$ cat src/design/lhg_pkg.sv
`timescale 1ns / 1ps
`default_nettype none

package lhg_pkg;

    // number format
    localparam int WORD_W    = 32;
    localparam int FRAC_BITS = 20;
    localparam int DT_W      = FRAC_BITS + 1;
    localparam int MUL_W     = WORD_W + 1;
    localparam int PROD_W    = 2 * MUL_W;
    localparam int EXT_W     = PROD_W + 1;
    localparam int IDX_W     = 3;

    // reset values, rounded to nearest
    localparam logic signed [63:0] ONE_FX = 64'sd1 <<< FRAC_BITS;
    localparam logic signed [WORD_W-1:0] RST_A     = WORD_W'(10 * ONE_FX);
    localparam logic signed [WORD_W-1:0] RST_R     = WORD_W'(28 * ONE_FX);
    localparam logic signed [WORD_W-1:0] RST_C     = WORD_W'((267 * ONE_FX + 50) / 100);
    localparam logic [DT_W-1:0]          RST_DT    = DT_W'((ONE_FX + 50) / 100);
    localparam logic signed [WORD_W-1:0] RST_START = WORD_W'((ONE_FX + 5) / 10);

    // request commands
    localparam logic [1:0] CMD_TICK    = 2'd0;
    localparam logic [1:0] CMD_RESTART = 2'd1;
    localparam logic [1:0] CMD_LOAD    = 2'd2;

    // register indexes
    localparam logic [IDX_W-1:0] REG_COEF_A       = 3'd0;
    localparam logic [IDX_W-1:0] REG_COEF_R       = 3'd1;
    localparam logic [IDX_W-1:0] REG_COEF_C       = 3'd2;
    localparam logic [IDX_W-1:0] REG_STEP_SIZE    = 3'd3;
    localparam logic [IDX_W-1:0] REG_START_X      = 3'd4;
    localparam logic [IDX_W-1:0] REG_START_Y      = 3'd5;
    localparam logic [IDX_W-1:0] REG_START_Z      = 3'd6;
    localparam logic [IDX_W-1:0] REG_EMIT_ON_LOAD = 3'd7;

    // item start operations
    localparam logic [2:0] SO_NONE      = 3'd0;
    localparam logic [2:0] SO_TICK      = 3'd1;
    localparam logic [2:0] SO_RESTART   = 3'd2;
    localparam logic [2:0] SO_LOAD      = 3'd3;
    localparam logic [2:0] SO_LOAD_EMIT = 3'd4;

    // multiplier operand a
    localparam logic [1:0] MA_COEF_A = 2'd0;
    localparam logic [1:0] MA_EX     = 2'd1;
    localparam logic [1:0] MA_EZ     = 2'd2;
    localparam logic [1:0] MA_DT     = 2'd3;

    // multiplier operand b
    localparam logic [3:0] MB_T1     = 4'd0;
    localparam logic [3:0] MB_T2     = 4'd1;
    localparam logic [3:0] MB_EY     = 4'd2;
    localparam logic [3:0] MB_COEF_C = 4'd3;
    localparam logic [3:0] MB_FX     = 4'd4;
    localparam logic [3:0] MB_FY     = 4'd5;
    localparam logic [3:0] MB_FZ     = 4'd6;
    localparam logic [3:0] MB_SUM_X  = 4'd7;
    localparam logic [3:0] MB_SUM_Y  = 4'd8;
    localparam logic [3:0] MB_SUM_Z  = 4'd9;

    // product writeback
    localparam logic [3:0] WB_NONE = 4'd0;
    localparam logic [3:0] WB_DX   = 4'd1;
    localparam logic [3:0] WB_DY   = 4'd2;
    localparam logic [3:0] WB_T3   = 4'd3;
    localparam logic [3:0] WB_DZ   = 4'd4;
    localparam logic [3:0] WB_EX   = 4'd5;
    localparam logic [3:0] WB_EY   = 4'd6;
    localparam logic [3:0] WB_EZ   = 4'd7;
    localparam logic [3:0] WB_PX   = 4'd8;
    localparam logic [3:0] WB_PY   = 4'd9;
    localparam logic [3:0] WB_PZ   = 4'd10;

    typedef struct packed {
        logic [2:0] start_op;
        logic       diff;
        logic [1:0] mul_a;
        logic [3:0] mul_b;
        logic [3:0] wb_op;
        logic       dset;
        logic       half;
        logic       put;
    } lhg_cmd_t;

    typedef struct packed {
        logic emit_on_load;
    } lhg_status_t;

endpackage

`default_nettype wire

$ cat src/design/lhg_ctrl.sv
`timescale 1ns / 1ps
`default_nettype none

module lhg_ctrl (
    input  wire logic                 clk,
    input  wire logic                 rst_n,
    input  wire logic                 req_valid,
    input  wire logic [1:0]           req_cmd,
    output logic                      req_ready,
    output logic                      res_valid,
    input  wire logic                 res_ready,
    input  wire lhg_pkg::lhg_status_t status,
    output lhg_pkg::lhg_cmd_t         ctl
);
    import lhg_pkg::*;

    localparam logic [1:0] ST_IDLE = 2'd0;
    localparam logic [1:0] ST_RUN  = 2'd1;
    localparam logic [1:0] ST_PUT  = 2'd2;

    localparam int         STEP_W    = 5;
    localparam logic [4:0] STEP_LAST = 5'd17;

    logic [1:0]        state_reg, state_next;
    logic [STEP_W-1:0] step_reg, step_next;
    logic              valid_reg, valid_next;
    logic              accept;

    assign req_ready = (state_reg == ST_IDLE);
    assign res_valid = valid_reg;
    assign accept    = req_valid && req_ready;

    // heun schedule: most run steps issue one product and write back the previous one
    always_comb
    begin
        ctl          = '0;
        ctl.start_op = SO_NONE;
        ctl.mul_a    = MA_COEF_A;
        ctl.mul_b    = MB_T1;
        ctl.wb_op    = WB_NONE;
        state_next   = state_reg;
        step_next    = step_reg;
        valid_next   = valid_reg && !res_ready;

        unique case (state_reg)
            ST_IDLE:
            begin
                step_next = '0;
                if (accept)
                begin
                    unique case (req_cmd)
                        CMD_TICK:
                        begin
                            ctl.start_op = SO_TICK;
                            state_next   = ST_RUN;
                        end
                        CMD_RESTART:
                        begin
                            ctl.start_op = SO_RESTART;
                        end
                        CMD_LOAD:
                        begin
                            if (status.emit_on_load)
                            begin
                                ctl.start_op = SO_LOAD_EMIT;
                                state_next   = ST_RUN;
                            end
                            else
                            begin
                                ctl.start_op = SO_LOAD;
                            end
                        end
                        default:
                        begin
                        end
                    endcase
                end
            end
            ST_RUN:
            begin
                step_next = step_reg + 1'b1;
                if (step_reg == STEP_LAST)
                begin
                    state_next = ST_PUT;
                end
                unique case (step_reg)
                    5'd0, 5'd9:
                    begin
                        ctl.diff = 1'b1;
                    end
                    5'd1, 5'd10:
                    begin
                        ctl.mul_a = MA_COEF_A;
                        ctl.mul_b = MB_T1;
                    end
                    5'd2, 5'd11:
                    begin
                        ctl.mul_a = MA_EX;
                        ctl.mul_b = MB_T2;
                        ctl.wb_op = WB_DX;
                        ctl.dset  = (step_reg == 5'd11);
                    end
                    5'd3, 5'd12:
                    begin
                        ctl.mul_a = MA_EX;
                        ctl.mul_b = MB_EY;
                        ctl.wb_op = WB_DY;
                        ctl.dset  = (step_reg == 5'd12);
                    end
                    5'd4, 5'd13:
                    begin
                        ctl.mul_a = MA_EZ;
                        ctl.mul_b = MB_COEF_C;
                        ctl.wb_op = WB_T3;
                    end
                    5'd5:
                    begin
                        ctl.mul_a = MA_DT;
                        ctl.mul_b = MB_FX;
                        ctl.wb_op = WB_DZ;
                    end
                    5'd6:
                    begin
                        ctl.mul_a = MA_DT;
                        ctl.mul_b = MB_FY;
                        ctl.wb_op = WB_EX;
                    end
                    5'd7:
                    begin
                        ctl.mul_a = MA_DT;
                        ctl.mul_b = MB_FZ;
                        ctl.wb_op = WB_EY;
                    end
                    5'd8:
                    begin
                        ctl.wb_op = WB_EZ;
                    end
                    5'd14:
                    begin
                        ctl.mul_a = MA_DT;
                        ctl.mul_b = MB_SUM_X;
                        ctl.wb_op = WB_DZ;
                        ctl.dset  = 1'b1;
                    end
                    5'd15:
                    begin
                        ctl.mul_a = MA_DT;
                        ctl.mul_b = MB_SUM_Y;
                        ctl.wb_op = WB_PX;
                        ctl.half  = 1'b1;
                    end
                    5'd16:
                    begin
                        ctl.mul_a = MA_DT;
                        ctl.mul_b = MB_SUM_Z;
                        ctl.wb_op = WB_PY;
                        ctl.half  = 1'b1;
                    end
                    5'd17:
                    begin
                        ctl.wb_op = WB_PZ;
                        ctl.half  = 1'b1;
                    end
                    default:
                    begin
                    end
                endcase
            end
            ST_PUT:
            begin
                if (!valid_reg || res_ready)
                begin
                    ctl.put    = 1'b1;
                    valid_next = 1'b1;
                    state_next = ST_IDLE;
                end
            end
            default:
            begin
                state_next = ST_IDLE;
            end
        endcase
    end

    always_ff @(posedge clk or negedge rst_n)
    begin
        if (!rst_n)
        begin
            state_reg <= ST_IDLE;
            step_reg  <= '0;
            valid_reg <= 1'b0;
        end
        else
        begin
            state_reg <= state_next;
            step_reg  <= step_next;
            valid_reg <= valid_next;
        end
    end

endmodule

`default_nettype wire

$ cat config.mk
export PLATFORM = sky130hd
export DESIGN_NAME = lhg_ctrl
export DESIGN_NICKNAME = d
export VERILOG_FILES = /design/src/design/lhg_pkg.sv /design/src/design/lhg_ctrl.sv
export SDC_FILE = /design/constraint.sdc
export NUM_CORES = 1
export LEC_CHECK = 0
export BUFFER_PORTS_ARGS = -buffer_cell sky130_fd_sc_hd__clkbuf_2
export CAP_MARGIN = 20
export CORE_MARGIN = 8
export CORE_UTILIZATION = 35
export DETAILED_ROUTE_END_ITERATION = 7
export GPL_ROUTABILITY_DRIVEN = 0
export HOLD_SLACK_MARGIN = 0.15
export SLEW_MARGIN = 5
export SYNTH_ARGS = -nofsm -noshare
export SYNTH_HDL_FRONTEND = slang
export SYNTH_SLANG_ARGS = --single-unit
$ cat constraint.sdc
create_clock -name clk -period 1.4 [get_ports clk]
set_input_delay 0.21 -clock clk [delete_from_list [all_inputs] [get_ports clk]]
set_output_delay 0.21 -clock clk [all_outputs]
set_load 0.05 [all_outputs]
; ---- Yosys cells after proc, flatten, opt, wreduce, memory -nomap -nowiden
; Index checks and enable logic that the tools add are counted.
[classes]
bitwise = 0
n_mul = 0
n_shift = 0
n_eq_ne = 24
n_addsub = 1
n_lt_le_gt_ge = 0
div_mod_pow = 0
mux = 21
n_reduce_logical = 16
[op_table]
columns = op, count
row1 = case mux 6 bit (9 select lines), 1
row2 = case mux 4 bit (10 select lines), 1
row3 = "equality test 5 x 4 -> 1 bit, second input constant", 7
row4 = "equality test 5 x 3 -> 1 bit, second input constant", 4
row5 = two-way mux 13 bit, 1
row6 = "equality test 5 x 2 -> 1 bit, second input constant", 2
row7 = "equality test 5 bit, second input constant", 2
row8 = case mux 5 bit (2 select lines), 1
row9 = OR reduction 2 bit, 5
row10 = two-way mux 3 bit, 3
row11 = case mux 3 bit (3 select lines), 1
row12 = two-way mux 2 bit, 4
row13 = two-way mux 1 bit, 6
row14 = case mux 2 bit (3 select lines), 1
row15 = "adder 5 x 1 -> 5 bit, second input constant", 1
row16 = zero test 5 bit, 1
row17 = AND reduction 5 bit, 1
row18 = "equality test 2 x 1 -> 1 bit, second input constant", 2
row19 = "equality test 2 bit, second input constant", 2
row20 = zero test 2 bit, 2
row21 = "inequality test 2 bit, second input constant", 2
row22 = case mux 2 bit (2 select lines), 1
row23 = "inequality test 3 x 1 -> 1 bit, second input constant", 1
row24 = "inequality test 3 bit, second input constant", 1
row25 = 7 further kinds, 9
[totals]
mem_count = 0
ff_bits = 8
elab_cells = 65
latchBits = 0
romBits = 0
ramBits = 0

; ---- Logic depth before layout (Yosys ltp)
; Gate-level depths: netlist of the first run.
[depth]
depth_word = 4
mapped_depth = 7
mapped_depth_nobuf = 6

; ---- Least setup slack after synthesis of the first run
; No wires, ideal clock.
[synth_timing]
path_kind = reg2out
start = register step_reg[0]
end = output ctl[2] (netlist name)
t_required_ns = 1.190
arrival_ns = 2.386
path_slack_ns = -1.196
path_stages_with_launch = 7
path_buffers = 1
cell_sequence = dfrtp_1 -> inv_1 -> ha_1 -> buf_4 -> or3_1 -> o21ai_0 -> nor4_1
[synth_lines]
columns = element, line
row1 = from (decl), lhg_ctrl.sv:25  ; logic [STEP_W-1:0] step_reg, step_next;
row2 = from (signal assigned), lhg_ctrl.sv:196  ; step_reg <= step_next;
row3 = to (decl), lhg_ctrl.sv:13  ; output lhg_pkg::lhg_cmd_t ctl

==> results_dict.tcl, run 1 <==
set metrics [dict create \
    yosysUniqueCellTypes 38 \
    firstDrtPassIters 4 \
    required_ps 1190 \
    cp_num_cells 6 \
    synth.area.top_cells "dfrtp_1, ha_1, nand2_1" \
    ys_ff_latch 8 \
    grt_pass1_wl_um 5240 \
    critical_path.top_delay_family "flip-flops" \
    endpoint_kind "output port" \
    path_buf_inv 2 \
    die_x_um 65.2 \
    io_buffers 25 \
    synth_top_area_share 0.237 \
    cts_made_buffers 3 \
    vias 1088 \
    cts.path.max_buffers 2 \
    finClkSkew_ps 6.37 \
    multi_input_area_um2 917 \
    yosysTopAreaCell "dfrtp_1" \
    fillers 132 \
    hp-class "in -> reg" \
    status "finished with violations" \
    hp-start "req_valid" \
    syn_area_um2 846 \
    synth-main-ff-cell "dfrtp_1" \
    hold_end "state_reg[0]$_DFFE_PN0P_" \
    maxCapViolations 0 \
    area.growth.synth_to_final_pct 135 \
    start_util 0.354 \
    track_usage 0.154 \
    worst_pin_slew_ps 314 \
    cp_slowest_cell "dfrtp_2" \
    n_antenna_cell 0 \
    hold_depth 3 \
    path_class "reg -> out" \
    avgSynthCellArea_um2 7.76 \
    drtAntennaViolNets 0 \
    viasPerCell 5.28 \
    nets 190 \
    io_pins 26 \
    clock_sinks 8 \
    syn_nets 121 \
    die_h_um 65.2 \
    finalCriticalPeriod_ps 1980 \
    setup_viol 17 \
    max_freq_mhz 505 \
    crit_arrival_ps 1770 \
    grt_pass1_vias 1192 \
    ff_latch_area_um2 205 \
    post-route-period-util 1.42 \
    tns_ps -7090 \
    synth_edf_count 0 \
    cts_tree "done" \
    reg2reg_slack_ps 20 \
    grt_start_max_net_pins 11 \
    final_cells 206 \
    place_inst 194 \
    grt_setup_unrepaired "true" \
    worstRegToRegCells 8 \
    crit_chain "inv_4 -> ha_4 -> a21oi_2 -> or3_4 -> a31oi_4 -> buf_12" \
    drive_above_1_share 0.739 \
    hold_slack_ps 258 \
    final_core_util 0.831 \
    dieArea_mm2 0.00425 \
    place_hpwl_um 2360 \
    cp_slowest_stage_delay_ps 470 \
    rr_endpoint "state_reg[0]$_DFFE_PN0P_" \
    synth_common_cells "nand2_1, a21oi_1, o21ai_0, dfrtp_1, nand3_1" \
    path_max_fanout 6 \
    overflow 0 \
    drc 0 \
    coreArea_mm2 0.00239 \
    max_slew_margin 0.788 \
    r2r_start "step_reg[1]$_DFFE_PN0P_" \
    drt_iter0_markers 19 \
    fp-row-count 18 \
    antenna_found_initial 0 \
    yosysMostFrequentCell "nand2_1" \
    cts_max_level 1 \
    start_kind "flip-flop" \
    synthArstFlopShare 1.00 \
    largest_reg_flops 5 \
    clkLatencyLatePin_ps 260 \
    netlist_instances 109 \
    slew_viol_final 0 \
    yosysSeqAreaShare 0.237 \
    wirelength_um 3650 \
    hold_viol_final 0 \
    clkSlewWorstSetupHoldPaths_ps 60 \
    yosysWarningCount 0 \
    violations "setup timing" \
    final.setup.worst_slack_ps -582 \
    wire_per_inst_um 17.7 \
    cts_root_buf "clkbuf_4" \
]
[cell families after synthesis]
family	Yosys count	synth area share
adder cells (fa/ha/maj)	5	0.0740
AO/OA/AOI/OAI	31	0.213
multiplexers	3	0.0370
flip-flops	8	0.237
AND/OR/NAND/NOR	49	0.343
buffers and inverters	13	0.0961
[placed cells by master, fill, tap and decap left out, types with 4 or more instances in the layout]
master     n
o21ai_2    4
buf_4     35
o21ai_0    4
a21oi_4    9
ha_4       4
dfrtp_2    4
clkbuf_2   8
nand2_1   10
buf_6      9
buf_12    16
nand2_2    4
dfrtp_1    4
[final cells by class]
type                       instances  area share
tap                               30      0.0189
sequential                         8       0.103
inverter                           6      0.0139
clock buffer                       3      0.0113
multi-input combinational         88       0.462
timing repair buffer              71       0.390
[layer usage]
layer	wire length (um)	vias up	GRT usage
met4	132	0	0.0790
li1	-	526	-
met3	177	10	0.0340
met5	0	-	0
met2	2080	29	0.293
met1	1250	523	0.153
[worst max-delay path by stage]
stage	startpoint	end	slack, ps
floorplan	step_reg[0]$_DFFE_PN0P_	ctl[2]	-340
global placement	step_reg[0]$_DFFE_PN0P_	ctl[11]	-340
detailed placement	step_reg[0]$_DFFE_PN0P_	ctl[7]	-400
CTS	step_reg[0]$_DFFE_PN0P_	ctl[11]	-550
global route	step_reg[1]$_DFFE_PN0P_	ctl[3]	-680
finish	step_reg[0]$_DFFE_PN0P_	ctl[11]	-580
[worst reg2reg max path: cells and delay by family (launching register included)]
family,cells,cell delay [ps]
flops,1,460
buf+inv,4,450
simple gates,2,140
compound gates,1,50
fa+ha+maj,1,160
[through the flow]
step / setup WS, ps / area (um2)
finish: -582 / 1980
global route: -676 / 1980
detailed placement: -396 / 1660
global placement: -338 / 1660
floorplan: -343 / 1050
CTS: -553 / 1880
[repair_timing]
action	CTS	global route
gates cloned	0	0
buffers inserted	5	3
resized for setup	35	25
hold endpoints to repair	8	0
hold buffers	1	0
pin swaps	15	8
setup endpoints to repair	20	21
Power of run 1 is not shown: default switching activity piles up to over one toggle a cycle in this logic, so the estimate is an artifact.
==> inputs of run 2 (changes only) <==
==> constraint.sdc (replaced) <==
create_clock -name clk -period 2.5 [get_ports clk]
set_input_delay 0.375 -clock clk [delete_from_list [all_inputs] [get_ports clk]]
set_output_delay 0.375 -clock clk [all_outputs]
set_load 0.05 [all_outputs]
==> results_dict.tcl, run 2 (same netlist as run 1, synthesis figures left out) <==
set metrics [dict create \
    status "complete, no violations" \
    io_buffers 25 \
    fp-row-count 18 \
    vias 829 \
    cts.path.max_buffers 2 \
    final_cell_mix "clkbuf_2, nand2_1, a21oi_1" \
    max_freq_mhz 425 \
    endpoint_kind "output port" \
    final_common_cell "clkbuf_2" \
    cp-endpoint "ctl[11]" \
    clkLatencyLatePin_ps 240 \
    largest_reg_flops 5 \
    die_x_um 65.2 \
    hp-class "in -> reg" \
    required_ps 2120 \
    track_usage 0.102 \
    start_util 0.354 \
    post-route-period-util 0.940 \
    fillers 266 \
    drtAntennaViolNets 0 \
    drive_above_1_share 0.326 \
    coreArea_mm2 0.00239 \
    antenna_found_initial 0 \
    wirelength_um 2110 \
    tns_ps 0 \
    wire_per_inst_um 13.0 \
    firstDrtPassIters 4 \
    start_kind "flip-flop" \
    cp-startpoint "step_reg[0]$_DFFE_PN0P_" \
    cts_tree "done" \
    cts_made_buffers 3 \
    max_slew_margin 0.565 \
    grt_setup_unrepaired "false" \
    finalCriticalPeriod_ps 2350 \
    die_h_um 65.2 \
    viasPerCell 5.12 \
    final_core_util 0.423 \
    crit_arrival_ps 1980 \
    io_pins 26 \
    drc 0 \
    n_antenna_cell 0 \
    grt_start_max_net_pins 19 \
    grt_pass1_wl_um 3670 \
    finClkSkew_ps 0.868 \
    overflow 0 \
    clock_sinks 8 \
    dieArea_mm2 0.00425 \
    area.growth.synth_to_final_pct 19.5 \
    drt_iter0_markers 32 \
    maxCapViolations 0 \
    grt_pass1_vias 839 \
    hold_viol_final 0 \
    place_hpwl_um 1630 \
    nets 146 \
    reg2reg_slack_ps 1000 \
    clkSlewWorstSetupHoldPaths_ps 50 \
    path_class "reg -> out" \
    cts_max_level 1 \
    worstRegToRegCells 4 \
    cts_root_buf "clkbuf_4" \
    path_max_fanout 7 \
    setup_viol 0 \
    rr_endpoint "step_reg[4]$_DFFE_PN0P_" \
    slew_viol_final 0 \
    worst_pin_slew_ps 653 \
    r2r_start "step_reg[0]$_DFFE_PN0P_" \
]
[run 2: area by class of cell]
class	instances	area, um2	share of cell area
multi-input cells	88	586	0.579
flip-flops and latches	8	200	0.198
repair buffers	27	143	0.141
well taps	30	37.5	0.0371
clock buffers	3	22.5	0.0223
inverters	6	22.5	0.0223
[run 2: worst min-delay path by stage]
| stage | startpoint | endpoint | slack (ps) | cells after the start |
|---|---|---|---|---|
| 6_report | req_valid | state_reg[0]$_DFFE_PN0P_ | 420 | 3 |
| 5_1_grt | req_valid | state_reg[0]$_DFFE_PN0P_ | 430 | 3 |
| 4_1_cts | req_valid | state_reg[0]$_DFFE_PN0P_ | 410 | 3 |
| 3_5_place_dp | rst_n | res_valid$_DFF_PN0_ | 230 | 1 |
| 3_3_place_gp | rst_n | state_reg[0]$_DFFE_PN0P_ | 230 | 1 |
| 2_1_floorplan | rst_n | res_valid$_DFF_PN0_ | 80 | 0 |
[run 2: through the flow]
step | cell area (um2) | hold slack (ps) | instances | setup WS (ps)
final | 1010 | 417 | 162 | 149
after global routing | 1010 | 430 | 162 | 24.7
after CTS | 1000 | 409 | 162 | 136
after detailed placement | 972 | 235 | 158 | 418
after global placement | 972 | 230 | 158 | 429
after floorplan | 861 | 79.4 | 109 | -0.177
[run 2: metal layers]
layer  vias up  track usage  routed length, um  part of all wire
li1        433            -                  -                 -
met1       374        0.130               1060              0.50
met3         0       0.0221                129             0.061
met2        22        0.170                924              0.44
met4         0       0.0245                  0                 0
met5         -            0                  0                 0
[run 2: worst max-delay path, cell delays in order, from the launching register on]
cell,delay (ps)
dfrtp_1,420
inv_1,100
ha_1,300
a21oi_1,100
or3_1,320
a31oi_1,160
clkbuf_2,310
[run 2: timing repair]
action / in CTS / in global routing
endpoints found under the setup margin: 0 / 2
setup buffers: 0 / 0
endpoints found under the hold margin: 8 / 0
hold buffers: 1 / 0
gates resized for setup: 0 / 2
Power of run 2 is left out for the same reason.
